===== config.mk =====
export PLATFORM = sky130hd
export DESIGN_NAME = slab_free_index_allocator_flat
export DESIGN_NICKNAME = d
export VERILOG_FILES = /design/src/rtl/sfia_pkg.sv /design/src/rtl/sfia_ifs.sv /design/src/rtl/sfia_ram.sv /design/src/rtl/slab_free_index_allocator.sv /design/src/flat_wrapper.sv
export SDC_FILE = /design/constraint.sdc
export NUM_CORES = 2
export LEC_CHECK = 0
export ABC_AREA = 1
export ABC_CLOCK_PERIOD_IN_PS = 14000
export BUFFER_PORTS_ARGS = -buffer_cell sky130_fd_sc_hd__clkbuf_2
export CORE_MARGIN = 10
export CORE_UTILIZATION = 55
export DETAILED_ROUTE_END_ITERATION = 10
export PLACE_DENSITY = 0.71
export RECOVER_POWER = 50
export SYNTH_ARGS = -nofsm -noshare
export SYNTH_HDL_FRONTEND = slang
export SYNTH_SLANG_ARGS = --single-unit

===== constraint.sdc =====
create_clock -name clk -period 14 [get_ports clk]
set_input_delay 1.4 -clock clk [delete_from_list [all_inputs] [get_ports clk]]
set_output_delay 1.4 -clock clk [all_outputs]
set_load 0.02 [all_outputs]

===== src/rtl/sfia_pkg.sv =====
// -----------------------------------------------------------------------------
// sfia_pkg: shared types and constants for the slab free-index allocator
// Field widths of the request/response words, command codes, configuration
// register indexes and their reset values.
// -----------------------------------------------------------------------------
`default_nettype none

package sfia_pkg;

	// Word field widths
	localparam int CMD_W     = 2;
	localparam int IDX_W     = 8;
	localparam int CACHED_W  = 7;
	localparam int IN_USE_W  = 9;

	// Configuration register widths
	localparam int OBJ_CFG_W   = 9;
	localparam int CAP_CFG_W   = 7;
	localparam int BATCH_W     = 6;
	localparam int CFG_IDX_W   = 2;
	localparam int CFG_DATA_W  = 9;

	// Default sizes
	localparam int MAX_OBJECTS_DEF = 256;
	localparam int STACK_DEPTH_DEF = 128;

	// Upper bound on indices moved by one refill
	localparam int INACTIVE_BATCH = 12;

	// Register reset values
	localparam logic [OBJ_CFG_W-1:0] OBJ_CFG_RST   = 9'd256;
	localparam logic [CAP_CFG_W-1:0] CAP_CFG_RST   = 7'd120;
	localparam logic [BATCH_W-1:0]   BATCH_CFG_RST = 6'd60;

	// Commands
	typedef enum logic [CMD_W-1:0] {
		CMD_ALLOC   = 2'd0,
		CMD_FREE    = 2'd1,
		CMD_REBUILD = 2'd2,
		CMD_NOP     = 2'd3
	} cmd_t;

	// Configuration register indexes
	localparam logic [CFG_IDX_W-1:0] REG_OBJECT_COUNT   = 2'd0;
	localparam logic [CFG_IDX_W-1:0] REG_CACHE_CAPACITY = 2'd1;
	localparam logic [CFG_IDX_W-1:0] REG_TRANSFER_BATCH = 2'd2;

endpackage

`default_nettype wire


===== src/rtl/sfia_ifs.sv =====
// -----------------------------------------------------------------------------
// sfia channel interfaces
// Request and response channels of the allocator, valid/ready handshake.
// -----------------------------------------------------------------------------
`default_nettype none

interface sfia_req_if;
	logic                       valid;
	logic                       ready;
	logic [sfia_pkg::CMD_W-1:0] cmd;
	logic [sfia_pkg::IDX_W-1:0] free_index;

	modport source (output valid, output cmd, output free_index, input ready);
	modport sink   (input valid, input cmd, input free_index, output ready);
endinterface

interface sfia_rsp_if;
	logic                          valid;
	logic                          ready;
	logic                          granted;
	logic [sfia_pkg::IDX_W-1:0]    alloc_index;
	logic [sfia_pkg::CACHED_W-1:0] cached_count;
	logic [sfia_pkg::IN_USE_W-1:0] slab_in_use;

	modport source (output valid, output granted, output alloc_index,
		output cached_count, output slab_in_use, input ready);
	modport sink   (input valid, input granted, input alloc_index,
		input cached_count, input slab_in_use, output ready);
endinterface

`default_nettype wire


===== src/rtl/sfia_ram.sv =====
// -----------------------------------------------------------------------------
// sfia_ram: simple dual-port RAM
// One write port, one read port, read data registered.
// -----------------------------------------------------------------------------
`default_nettype none

module sfia_ram #(
	parameter int WIDTH = 8,
	parameter int DEPTH = 256
) (
	input  wire logic                     clk,
	input  wire logic                     we,
	input  wire logic [$clog2(DEPTH)-1:0] waddr,
	input  wire logic [WIDTH-1:0]         wdata,
	input  wire logic                     re,
	input  wire logic [$clog2(DEPTH)-1:0] raddr,
	output      logic [WIDTH-1:0]         rdata
);

	logic [WIDTH-1:0] mem [DEPTH];

	// write port
	always_ff @(posedge clk) begin
		if (we) begin
			mem[waddr] <= wdata;
		end
	end

	// registered read, holds when idle
	always_ff @(posedge clk) begin
		if (re) begin
			rdata <= mem[raddr];
		end
	end

endmodule

`default_nettype wire


===== src/rtl/slab_free_index_allocator.sv =====
// -----------------------------------------------------------------------------
// slab_free_index_allocator: object-index allocator for one slab
// Free indices live in a linked chain (next-free RAM) and a front stack of
// cached indices (stack RAM). Allocs pop the stack, refilling from the chain
// when empty; frees push, flushing a batch back to the chain when full.
// -----------------------------------------------------------------------------
//
//  Port      Dir  Handshake       Word
//  --------  ---  --------------  ------------------------------------------
//  req       in   valid/ready     cmd, free_index
//  rsp       out  valid/ready     granted, alloc_index, cached_count,
//                                 slab_in_use
//  cfg_*     in   write enable    cfg_index, cfg_wdata (no read-back)
//
// Alloc from a non-empty stack and free without flush go from S_IDLE straight
// to S_DONE. An alloc on an empty stack first refills the stack, one next-free
// RAM read per index (S_REFILL_RD, S_REFILL_WR), at most 12 indices. A free on
// a full stack first flushes a batch, one stack RAM read per index (S_FLUSH_RD,
// S_FLUSH_WR). Rebuild sweeps the whole next-free RAM. After reset a sweep
// writes the chain into the next-free RAM; req.ready stays low until it ends.
// One word is in work at a time; a finished word waits in the output register
// while the next is accepted.
// -----------------------------------------------------------------------------
`default_nettype none

module slab_free_index_allocator #(
	parameter int MAX_OBJECTS = sfia_pkg::MAX_OBJECTS_DEF,
	parameter int STACK_DEPTH = sfia_pkg::STACK_DEPTH_DEF
) (
	input  wire logic                            clk,
	input  wire logic                            arst_n,
	input  wire logic                            cfg_we,
	input  wire logic [sfia_pkg::CFG_IDX_W-1:0]  cfg_index,
	input  wire logic [sfia_pkg::CFG_DATA_W-1:0] cfg_wdata,
	sfia_req_if.sink                             req,
	sfia_rsp_if.source                           rsp
);

	import sfia_pkg::*;

	localparam int IW     = $clog2(MAX_OBJECTS);
	localparam int SAW    = $clog2(STACK_DEPTH);
	localparam int CNT_W  = $clog2(MAX_OBJECTS + 1);
	localparam int FILL_W = $clog2(STACK_DEPTH + 1);
	localparam int OC_W   = (CNT_W > OBJ_CFG_W) ? CNT_W : OBJ_CFG_W;
	localparam int CC_W   = (FILL_W > CAP_CFG_W) ? FILL_W : CAP_CFG_W;

	typedef enum logic [2:0] {
		S_CLEAR,
		S_IDLE,
		S_REFILL_RD,
		S_REFILL_WR,
		S_FLUSH_RD,
		S_FLUSH_WR,
		S_DONE
	} state_t;

	state_t state_q;

	logic [OBJ_CFG_W-1:0] obj_cfg_q;
	logic [CAP_CFG_W-1:0] cap_cfg_q;
	logic [BATCH_W-1:0]   batch_cfg_q;

	logic [IW-1:0]     head_q;
	logic [CNT_W-1:0]  taken_q;
	logic [FILL_W-1:0] fill_q;
	logic [IW-1:0]     sweep_q;
	logic [IW-1:0]     term_q;
	logic              rebuild_q;
	logic [BATCH_W-1:0] want_q;
	logic [BATCH_W-1:0] left_q;
	logic [IW-1:0]     fidx_q;
	logic              res_granted_q;

	logic                rsp_valid_q;
	logic                rsp_granted_q;
	logic [IDX_W-1:0]    rsp_index_q;
	logic [CACHED_W-1:0] rsp_cached_q;
	logic [IN_USE_W-1:0] rsp_in_use_q;

	// effective register values
	logic [CNT_W-1:0]   n_eff;
	logic [FILL_W-1:0]  cap_eff;
	logic [BATCH_W-1:0] batch_eff;
	logic [BATCH_W-1:0] want_init;
	logic [OC_W-1:0]    obj_ext;
	logic [CC_W-1:0]    cap_ext;
	logic [CC_W-1:0]    cap_eff_ext;

	// control
	logic              accept;
	cmd_t              cmd;
	logic              fidx_ok;
	logic              stack_full;
	logic              flush_need;
	logic              refill_go;
	logic              flush_go;
	logic [FILL_W-1:0] fill_m1;
	logic [IW-1:0]     chain_val;
	logic              out_free;

	// RAM ports
	logic              s_we, s_re;
	logic [IW-1:0]     s_wdata, s_rdata;
	logic              n_we, n_re;
	logic [IW-1:0]     n_waddr, n_wdata, n_rdata;

	// configuration registers
	always_ff @(posedge clk or negedge arst_n) begin
		if (!arst_n) begin
			obj_cfg_q   <= OBJ_CFG_RST;
			cap_cfg_q   <= CAP_CFG_RST;
			batch_cfg_q <= BATCH_CFG_RST;
		end else if (cfg_we) begin
			case (cfg_index)
				REG_OBJECT_COUNT:   obj_cfg_q   <= cfg_wdata[OBJ_CFG_W-1:0];
				REG_CACHE_CAPACITY: cap_cfg_q   <= cfg_wdata[CAP_CFG_W-1:0];
				REG_TRANSFER_BATCH: batch_cfg_q <= cfg_wdata[BATCH_W-1:0];
				default: ;
			endcase
		end
	end

	// saturate registers to their usable ranges
	always_comb begin
		obj_ext     = OC_W'(obj_cfg_q);
		cap_ext     = CC_W'(cap_cfg_q);
		if (obj_cfg_q == '0) begin
			n_eff = CNT_W'(1);
		end else if (obj_ext > OC_W'(MAX_OBJECTS)) begin
			n_eff = CNT_W'(MAX_OBJECTS);
		end else begin
			n_eff = CNT_W'(obj_ext);
		end
		if (cap_cfg_q == '0) begin
			cap_eff = FILL_W'(1);
		end else if (cap_ext > CC_W'(STACK_DEPTH)) begin
			cap_eff = FILL_W'(STACK_DEPTH);
		end else begin
			cap_eff = FILL_W'(cap_ext);
		end
		cap_eff_ext = CC_W'(cap_eff);
		if (batch_cfg_q == '0) begin
			batch_eff = BATCH_W'(1);
		end else if (CC_W'(batch_cfg_q) > cap_eff_ext) begin
			batch_eff = BATCH_W'(cap_eff_ext);
		end else begin
			batch_eff = batch_cfg_q;
		end
		if ({1'b0, batch_eff} > (BATCH_W + 1)'(INACTIVE_BATCH)) begin
			want_init = BATCH_W'(INACTIVE_BATCH);
		end else begin
			want_init = batch_eff;
		end
	end

	// decode and loop conditions
	assign req.ready  = (state_q == S_IDLE);
	assign accept     = req.valid && req.ready;
	assign cmd        = cmd_t'(req.cmd);
	assign fidx_ok    = (OC_W'(req.free_index) < OC_W'(n_eff));
	assign stack_full = (fill_q >= FILL_W'(STACK_DEPTH));
	assign flush_need = (fill_q >= cap_eff);
	assign refill_go  = (want_q != '0) && (taken_q < n_eff) && !stack_full;
	assign flush_go   = (left_q != '0) && (fill_q != '0);
	assign fill_m1    = fill_q - FILL_W'(1);
	assign out_free   = !rsp_valid_q || rsp.ready;

	// chain entry written by the sweep
	always_comb begin
		if (sweep_q == term_q || sweep_q == IW'(MAX_OBJECTS - 1)) begin
			chain_val = '0;
		end else begin
			chain_val = sweep_q + IW'(1);
		end
	end

	// stack RAM control
	always_comb begin
		s_we    = 1'b0;
		s_re    = 1'b0;
		s_wdata = fidx_q;
		case (state_q)
			S_IDLE: begin
				s_wdata = IW'(req.free_index);
				s_we    = accept && (cmd == CMD_FREE) && fidx_ok && !flush_need && !stack_full;
				s_re    = accept && (cmd == CMD_ALLOC) && (fill_q != '0);
			end
			S_REFILL_RD: begin
				s_wdata = head_q;
				s_we    = refill_go;
				s_re    = !refill_go && (fill_q != '0);
			end
			S_FLUSH_RD: begin
				s_we = !flush_go && !stack_full;
				s_re = flush_go;
			end
			default: ;
		endcase
	end

	// next-free RAM control
	always_comb begin
		n_we    = (state_q == S_CLEAR) || (state_q == S_FLUSH_WR);
		n_waddr = (state_q == S_CLEAR) ? sweep_q : s_rdata;
		n_wdata = (state_q == S_CLEAR) ? chain_val : head_q;
		n_re    = (state_q == S_REFILL_RD) && refill_go;
	end

	sfia_ram #(
		.WIDTH (IW),
		.DEPTH (STACK_DEPTH)
	) u_stack_ram (
		.clk   (clk),
		.we    (s_we),
		.waddr (fill_q[SAW-1:0]),
		.wdata (s_wdata),
		.re    (s_re),
		.raddr (fill_m1[SAW-1:0]),
		.rdata (s_rdata)
	);

	sfia_ram #(
		.WIDTH (IW),
		.DEPTH (MAX_OBJECTS)
	) u_next_ram (
		.clk   (clk),
		.we    (n_we),
		.waddr (n_waddr),
		.wdata (n_wdata),
		.re    (n_re),
		.raddr (head_q),
		.rdata (n_rdata)
	);

	// sequencer, allocator state and output register
	always_ff @(posedge clk or negedge arst_n) begin
		if (!arst_n) begin
			state_q       <= S_CLEAR;
			head_q        <= '0;
			taken_q       <= '0;
			fill_q        <= '0;
			sweep_q       <= '0;
			term_q        <= IW'(MAX_OBJECTS - 1);
			rebuild_q     <= 1'b0;
			want_q        <= '0;
			left_q        <= '0;
			fidx_q        <= '0;
			res_granted_q <= 1'b0;
			rsp_valid_q   <= 1'b0;
			rsp_granted_q <= 1'b0;
			rsp_index_q   <= '0;
			rsp_cached_q  <= '0;
			rsp_in_use_q  <= '0;
		end else begin
			// word taken by the receiver; a new one loads in S_DONE
			if (rsp.ready && state_q != S_DONE) begin
				rsp_valid_q <= 1'b0;
			end
			case (state_q)
				// write the chain, one entry a cycle
				S_CLEAR: begin
					if (sweep_q == IW'(MAX_OBJECTS - 1)) begin
						sweep_q <= '0;
						state_q <= rebuild_q ? S_DONE : S_IDLE;
					end else begin
						sweep_q <= sweep_q + IW'(1);
					end
				end
				S_IDLE: begin
					if (accept) begin
						fidx_q        <= IW'(req.free_index);
						res_granted_q <= 1'b0;
						state_q       <= S_DONE;
						case (cmd)
							CMD_ALLOC: begin
								if (fill_q != '0) begin
									fill_q        <= fill_m1;
									res_granted_q <= 1'b1;
								end else begin
									want_q  <= want_init;
									state_q <= S_REFILL_RD;
								end
							end
							CMD_FREE: begin
								if (fidx_ok) begin
									if (flush_need) begin
										left_q  <= batch_eff;
										state_q <= S_FLUSH_RD;
									end else if (!stack_full) begin
										fill_q <= fill_q + FILL_W'(1);
									end
								end
							end
							CMD_REBUILD: begin
								term_q    <= IW'(n_eff - CNT_W'(1));
								head_q    <= '0;
								taken_q   <= '0;
								fill_q    <= '0;
								rebuild_q <= 1'b1;
								state_q   <= S_CLEAR;
							end
							default: ;
						endcase
					end
				end
				// move head of chain onto the stack, then pop
				S_REFILL_RD: begin
					if (refill_go) begin
						fill_q  <= fill_q + FILL_W'(1);
						taken_q <= taken_q + CNT_W'(1);
						want_q  <= want_q - BATCH_W'(1);
						state_q <= S_REFILL_WR;
					end else begin
						if (fill_q != '0) begin
							fill_q        <= fill_m1;
							res_granted_q <= 1'b1;
						end
						state_q <= S_DONE;
					end
				end
				S_REFILL_WR: begin
					head_q  <= n_rdata;
					state_q <= S_REFILL_RD;
				end
				// return stack top to chain head, then push
				S_FLUSH_RD: begin
					if (flush_go) begin
						fill_q  <= fill_m1;
						left_q  <= left_q - BATCH_W'(1);
						state_q <= S_FLUSH_WR;
					end else begin
						if (!stack_full) begin
							fill_q <= fill_q + FILL_W'(1);
						end
						state_q <= S_DONE;
					end
				end
				S_FLUSH_WR: begin
					head_q <= s_rdata;
					if (taken_q != '0) begin
						taken_q <= taken_q - CNT_W'(1);
					end
					state_q <= S_FLUSH_RD;
				end
				// hand the result to the output register
				S_DONE: begin
					if (out_free) begin
						rsp_valid_q   <= 1'b1;
						rsp_granted_q <= res_granted_q;
						rsp_index_q   <= res_granted_q ? IDX_W'(s_rdata) : '0;
						rsp_cached_q  <= CACHED_W'(fill_q);
						rsp_in_use_q  <= IN_USE_W'(taken_q);
						rebuild_q     <= 1'b0;
						state_q       <= S_IDLE;
					end
				end
				default: state_q <= S_IDLE;
			endcase
		end
	end

	assign rsp.valid        = rsp_valid_q;
	assign rsp.granted      = rsp_granted_q;
	assign rsp.alloc_index  = rsp_index_q;
	assign rsp.cached_count = rsp_cached_q;
	assign rsp.slab_in_use  = rsp_in_use_q;

endmodule

`default_nettype wire

===== src/flat_wrapper.sv =====
// flat-port wrapper written by rule: the top's interface ports become plain ports
module slab_free_index_allocator_flat import sfia_pkg::*;
#(
	parameter int MAX_OBJECTS = sfia_pkg::MAX_OBJECTS_DEF,
	parameter int STACK_DEPTH = sfia_pkg::STACK_DEPTH_DEF
)
  (clk, arst_n, cfg_we, cfg_index, cfg_wdata, req_valid, req_cmd, req_free_index, req_ready, rsp_valid, rsp_granted, rsp_alloc_index, rsp_cached_count, rsp_slab_in_use, rsp_ready);
  sfia_req_if req_i ();
  sfia_rsp_if rsp_i ();
  input  wire logic clk;
  input  wire logic arst_n;
  input  wire logic cfg_we;
  input  wire logic [sfia_pkg::CFG_IDX_W-1:0] cfg_index;
  input  wire logic [sfia_pkg::CFG_DATA_W-1:0] cfg_wdata;
  input wire logic [$bits(req_i.valid)-1:0] req_valid;
  input wire logic [$bits(req_i.cmd)-1:0] req_cmd;
  input wire logic [$bits(req_i.free_index)-1:0] req_free_index;
  output wire logic [$bits(req_i.ready)-1:0] req_ready;
  output wire logic [$bits(rsp_i.valid)-1:0] rsp_valid;
  output wire logic [$bits(rsp_i.granted)-1:0] rsp_granted;
  output wire logic [$bits(rsp_i.alloc_index)-1:0] rsp_alloc_index;
  output wire logic [$bits(rsp_i.cached_count)-1:0] rsp_cached_count;
  output wire logic [$bits(rsp_i.slab_in_use)-1:0] rsp_slab_in_use;
  input wire logic [$bits(rsp_i.ready)-1:0] rsp_ready;
  assign req_i.valid = req_valid;
  assign req_i.cmd = req_cmd;
  assign req_i.free_index = req_free_index;
  assign req_ready = req_i.ready;
  assign rsp_valid = rsp_i.valid;
  assign rsp_granted = rsp_i.granted;
  assign rsp_alloc_index = rsp_i.alloc_index;
  assign rsp_cached_count = rsp_i.cached_count;
  assign rsp_slab_in_use = rsp_i.slab_in_use;
  assign rsp_i.ready = rsp_ready;
  slab_free_index_allocator #(.MAX_OBJECTS(MAX_OBJECTS), .STACK_DEPTH(STACK_DEPTH)) u_core (.clk(clk), .arst_n(arst_n), .cfg_we(cfg_we), .cfg_index(cfg_index), .cfg_wdata(cfg_wdata), .req(req_i), .rsp(rsp_i));
endmodule

==> results.sh <==
export IMPL_worstMarginPinSlew_ns=4.44
export IMPL_grt_pass1_wl_mm=530
export IMPL_combPwrFrac_pct=0.7
export IMPL_drtPass1Iterations=8
export IMPL_cpMaxStageDelayCell="clkbuf_1"
export IMPL_grt_overflow=0
export IMPL_synthCells=11300
export IMPL_power_leakage_nw=46.9
export IMPL_p_sw_share_pct=19.2
export IMPL_die_w_um=509
export IMPL_ff2ff_path_depth=9
export IMPL_yosys_warnings=0
export IMPL_cts_sink_count=3202
export IMPL_final_nets=11100
export IMPL_grt_pass1_vias=85100
export IMPL_ios=53
export IMPL_start_kind="register"
export IMPL_cts_htree_levels=5
export IMPL_whs_endpoint="u_core.rsp.slab_in_use[3]$_DFFE_PN0P_"
export IMPL_cp_data_arrival_time_ns=9.63
export IMPL_io_buffers=52
export IMPL_rows=179
export IMPL_hold_buffers=0
export IMPL_place_congestion=0.888
export IMPL_setup_violations=0
export IMPL_p_total_mw=19.0
export IMPL_initial_core_util_pct=55.3
export IMPL_crit_type="reg2reg"
export IMPL_synth_area_leaders="edfxtp_1, nand3_1, nand2_1"
export IMPL_rsz0062_at_grt="no"
export IMPL_num_vias=89400
export IMPL_synth_top_cell_area_share_pct=70.4
export IMPL_drc_errors=0
export IMPL_dp_hpwl_mm=198
export IMPL_antenna_found_initial=5
export IMPL_synth_fp_nets=11400
export IMPL_drtAntennaViolNets=0
export IMPL_power_frac_seq_pct=54.5
export IMPL_async_reset_ff_share_pct=3.56
export IMPL_crit_family="buffers and inverters"
export IMPL_synth_cell_area_mm2=0.132
export IMPL_timing_critical_path_required_ns=14.54
export IMPL_cts_made_buffers=332
export IMPL_synth_top_cell_by_area="edfxtp_1"
export IMPL_grt_usage_pct=26.4
export IMPL_fin_ws_ns=4.91
export IMPL_cp_slowest_stage_delay_ns=3.01
export IMPL_clockRootBuffer="clkbuf_16"
export IMPL_cts_setup_buffers=0
export IMPL_min_path_cells=2
export IMPL_hp_class="reg2reg"
export IMPL_run_status="complete, but fails checks"
export IMPL_r2r_end="u_core.u_next_ram.mem[115][3]$_DFFE_PP_"
export IMPL_die_area_mm2=0.259
export IMPL_final_layout_size_suffix_gt1_share_pct=5.89
export IMPL_clockBufferDepth=4
export IMPL_violations="capacitance limit, slew limit"
export IMPL_critPathMaxFanout=86
export IMPL_clk_pin_slew_ns=0.06
export IMPL_crit_top_cell="clkbuf_1"
export IMPL_hp_start="u_core.rsp.slab_in_use[3]$_DFFE_PN0P_"
export IMPL_post_place_ws_ns=8.38
export IMPL_p_switching_mw=3.65
export IMPL_p_int_mw=15.3
export IMPL_core_mm2=0.238
export IMPL_timing_fmax_mhz=110
export IMPL_power_density_mw_per_mm2=132
export IMPL_worstPathCellList="nor2_1, inv_1, nor2_2, clkbuf_1, nand2_1, o32ai_1, clkbuf_1, clkbuf_1, buf_4"
export IMPL_synth_edf_count=3088
export IMPL_ir_drop_mv=0.110
export IMPL_final_max_slew_viol_count=1930
export IMPL_die_h_um=509
export IMPL_maxCapViolations=32
export IMPL_ctsResizeCount=0
export IMPL_routed_wl_mm=353
export IMPL_worst_setup_path_end_kind="register"
export IMPL_min_period_ns=9.09
export IMPL_fin_crit_sh_pct=64.9
export IMPL_synth_seq_cells=3202
export IMPL_synth_flop_cell="edfxtp_1"
export IMPL_cts_tree="yes"
export IMPL_drt_iter0_drc=13400
export IMPL_area_growth_synth_to_final_pct=9.59
export IMPL_wire_per_inst_um=24.4
export IMPL_hold_viol_final=0
export IMPL_clk_latency_ns=0.98
export IMPL_p_clk_share_pct=44.8
export IMPL_synth_cell_types=54
export IMPL_r2r_setup_slack_ns=4.91
export IMPL_viasPerCell=6.17
export IMPL_crit_reg2reg_launch="u_core.state_q[0]$_DFFE_PN0P_"
export IMPL_crit_buf_inv=5
export IMPL_grt_start_max_net_pins=205
export IMPL_skew_ns=0.115
export IMPL_yosysSeqAreaShare_pct=72.6
export IMPL_relSlewSlack_pct=-196
export IMPL_syn_area_per_cell_um2=11.7
registers in the layout, summed over array words and instances (netlist names), 6 cells and up:
register,count
u_core.batch_cfg_q,6
u_core.cap_cfg_q,7
u_core.fidx_q,8
u_core.fill_q,8
u_core.head_q,8
u_core.left_q,6
u_core.obj_cfg_q,9
u_core.rsp.alloc_index,8
u_core.rsp.cached_count,7
u_core.rsp.slab_in_use,9
u_core.sweep_q,8
u_core.taken_q,9
u_core.term_q,8
u_core.u_next_ram.mem,2048
u_core.u_next_ram.rdata,8
u_core.u_stack_ram.mem,1024
u_core.u_stack_ram.rdata,8
u_core.want_q,6
area by class of cell:
class / count / area [um2]
tap: 3167 / 3960
multi-input combinational: 7191 / 32600
fill: 18200 / 93700
sequential: 3202 / 95600
antenna: 2 / 5.00
timing repair buffer: 176 / 1200
inverter: 169 / 676
clock inverter: 163 / 1640
clock buffer: 409 / 8670
layout by cell type, fill, tap and decap left out, drive strengths merged:
master,n
nand2,2791
nor3b,2
o22a,1
a311oi,1
mux2,1
a21o,1
o31a,1
or2,4
nor4,5
xnor2,13
nand4,14
nand3b,5
clkbuf,490
a31o,1
o221ai,8
nand3,2220
dfstp,17
nor3,15
bufinv,31
o21ai,669
buf,95
clkinv,122
clkinvlp,11
and2,8
dfrtp,97
edfxtp,3088
inv,168
o211ai,42
ha,48
a21oi,41
fa,1
diode,2
o311ai,1
o32ai,3
o22ai,232
xor2,14
a211oi,4
a31oi,1
nor2,1043
o21a,1
power by group through the flow:
stage	combinational (mW)	sequential, mW	clock, mW
finish	0.124	10.4	8.52
detailed placement	0.124	10.6	0
global route	0.141	10.4	8.97
CTS	0.124	10.4	8.57
floorplan	0.0840	10.6	0
global placement	0.119	10.6	0
worst min-delay path: stages (launching register included):
cell and delay (ns):
dfrtp_1 0.34, nand2_1 0.05, o21ai_0 0.06
cells in the mapped netlist, drive strengths merged, types with 2 or more instances:
| cell type | number |
|---|---|
| o32ai | 3 |
| o221ai | 8 |
| o211ai | 42 |
| buf | 303 |
| nand3b | 5 |
| xor2 | 14 |
| edfxtp | 3088 |
| a21oi | 41 |
| clkbuf | 436 |
| o22ai | 232 |
| nor3b | 2 |
| o21ai | 669 |
| clkinv | 7 |
| dfrtp | 97 |
| xnor2 | 13 |
| nand4 | 14 |
| inv | 162 |
| ha | 48 |
| or2 | 4 |
| and2 | 8 |
| nor3 | 15 |
| nand3 | 2220 |
| nor2 | 1043 |
| dfstp | 17 |
| a211oi | 4 |
| nor4 | 5 |
| nand2 | 2791 |
cell families after synthesis:
logic type | Yosys count | share of synthesized area (%)
xor+xnor | 27 | 0.194
fa+ha+maj | 49 | 0.471
mux | 1 | 0.00855
compound gates | 1007 | 4.21
simple gates | 6107 | 19.7
buf+inv | 908 | 2.83
flops | 3202 | 72.6
worst max path at each step:
stage,cells past startpoint,to,slack [ns],from
6_report,9,u_core.u_next_ram.mem[115][3]$_DFFE_PP_,4.91,u_core.state_q[0]$_DFFE_PN0P_
5_1_grt,9,u_core.u_next_ram.mem[114][3]$_DFFE_PP_,4.38,u_core.state_q[0]$_DFFE_PN0P_
4_1_cts,15,u_core.u_stack_ram.rdata[2]$_DFFE_PP_,8.36,u_core.fill_q[0]$_DFFE_PN0P_
3_5_place_dp,15,u_core.u_stack_ram.rdata[2]$_DFFE_PP_,8.38,u_core.fill_q[0]$_DFFE_PN0P_
3_3_place_gp,15,u_core.u_stack_ram.rdata[2]$_DFFE_PP_,8.48,u_core.fill_q[0]$_DFFE_PN0P_
2_1_floorplan,7,u_core.u_next_ram.mem[0][0]$_DFFE_PP_,-0.02,u_core.state_q[0]$_DFFE_PN0P_
metrics by stage:
stage	hold slack (ns)	TNS (ns)	std cells	util, %	area (um2)
2_1_floorplan	0.450	-11.45	11300	-	132000
3_3_place_gp	0.468	0	13900	56.4	134000
4_1_cts	0.469	0	14500	60.8	145000
3_5_place_dp	0.473	0	13900	56.4	134000
6_report	0.484	0	14500	60.6	144000
5_1_grt	0.509	0	14500	60.6	144000
layer usage:
metal  vias up  share of wire, %  track usage (%)
met5         -            0.0031                0
met4         2               4.7             11.5
met3       889                10             4.71
met2      5215                47             42.1
met1     43500                38             36.1
li1      39700                 -                -
(Power assumes the default switching activity.)
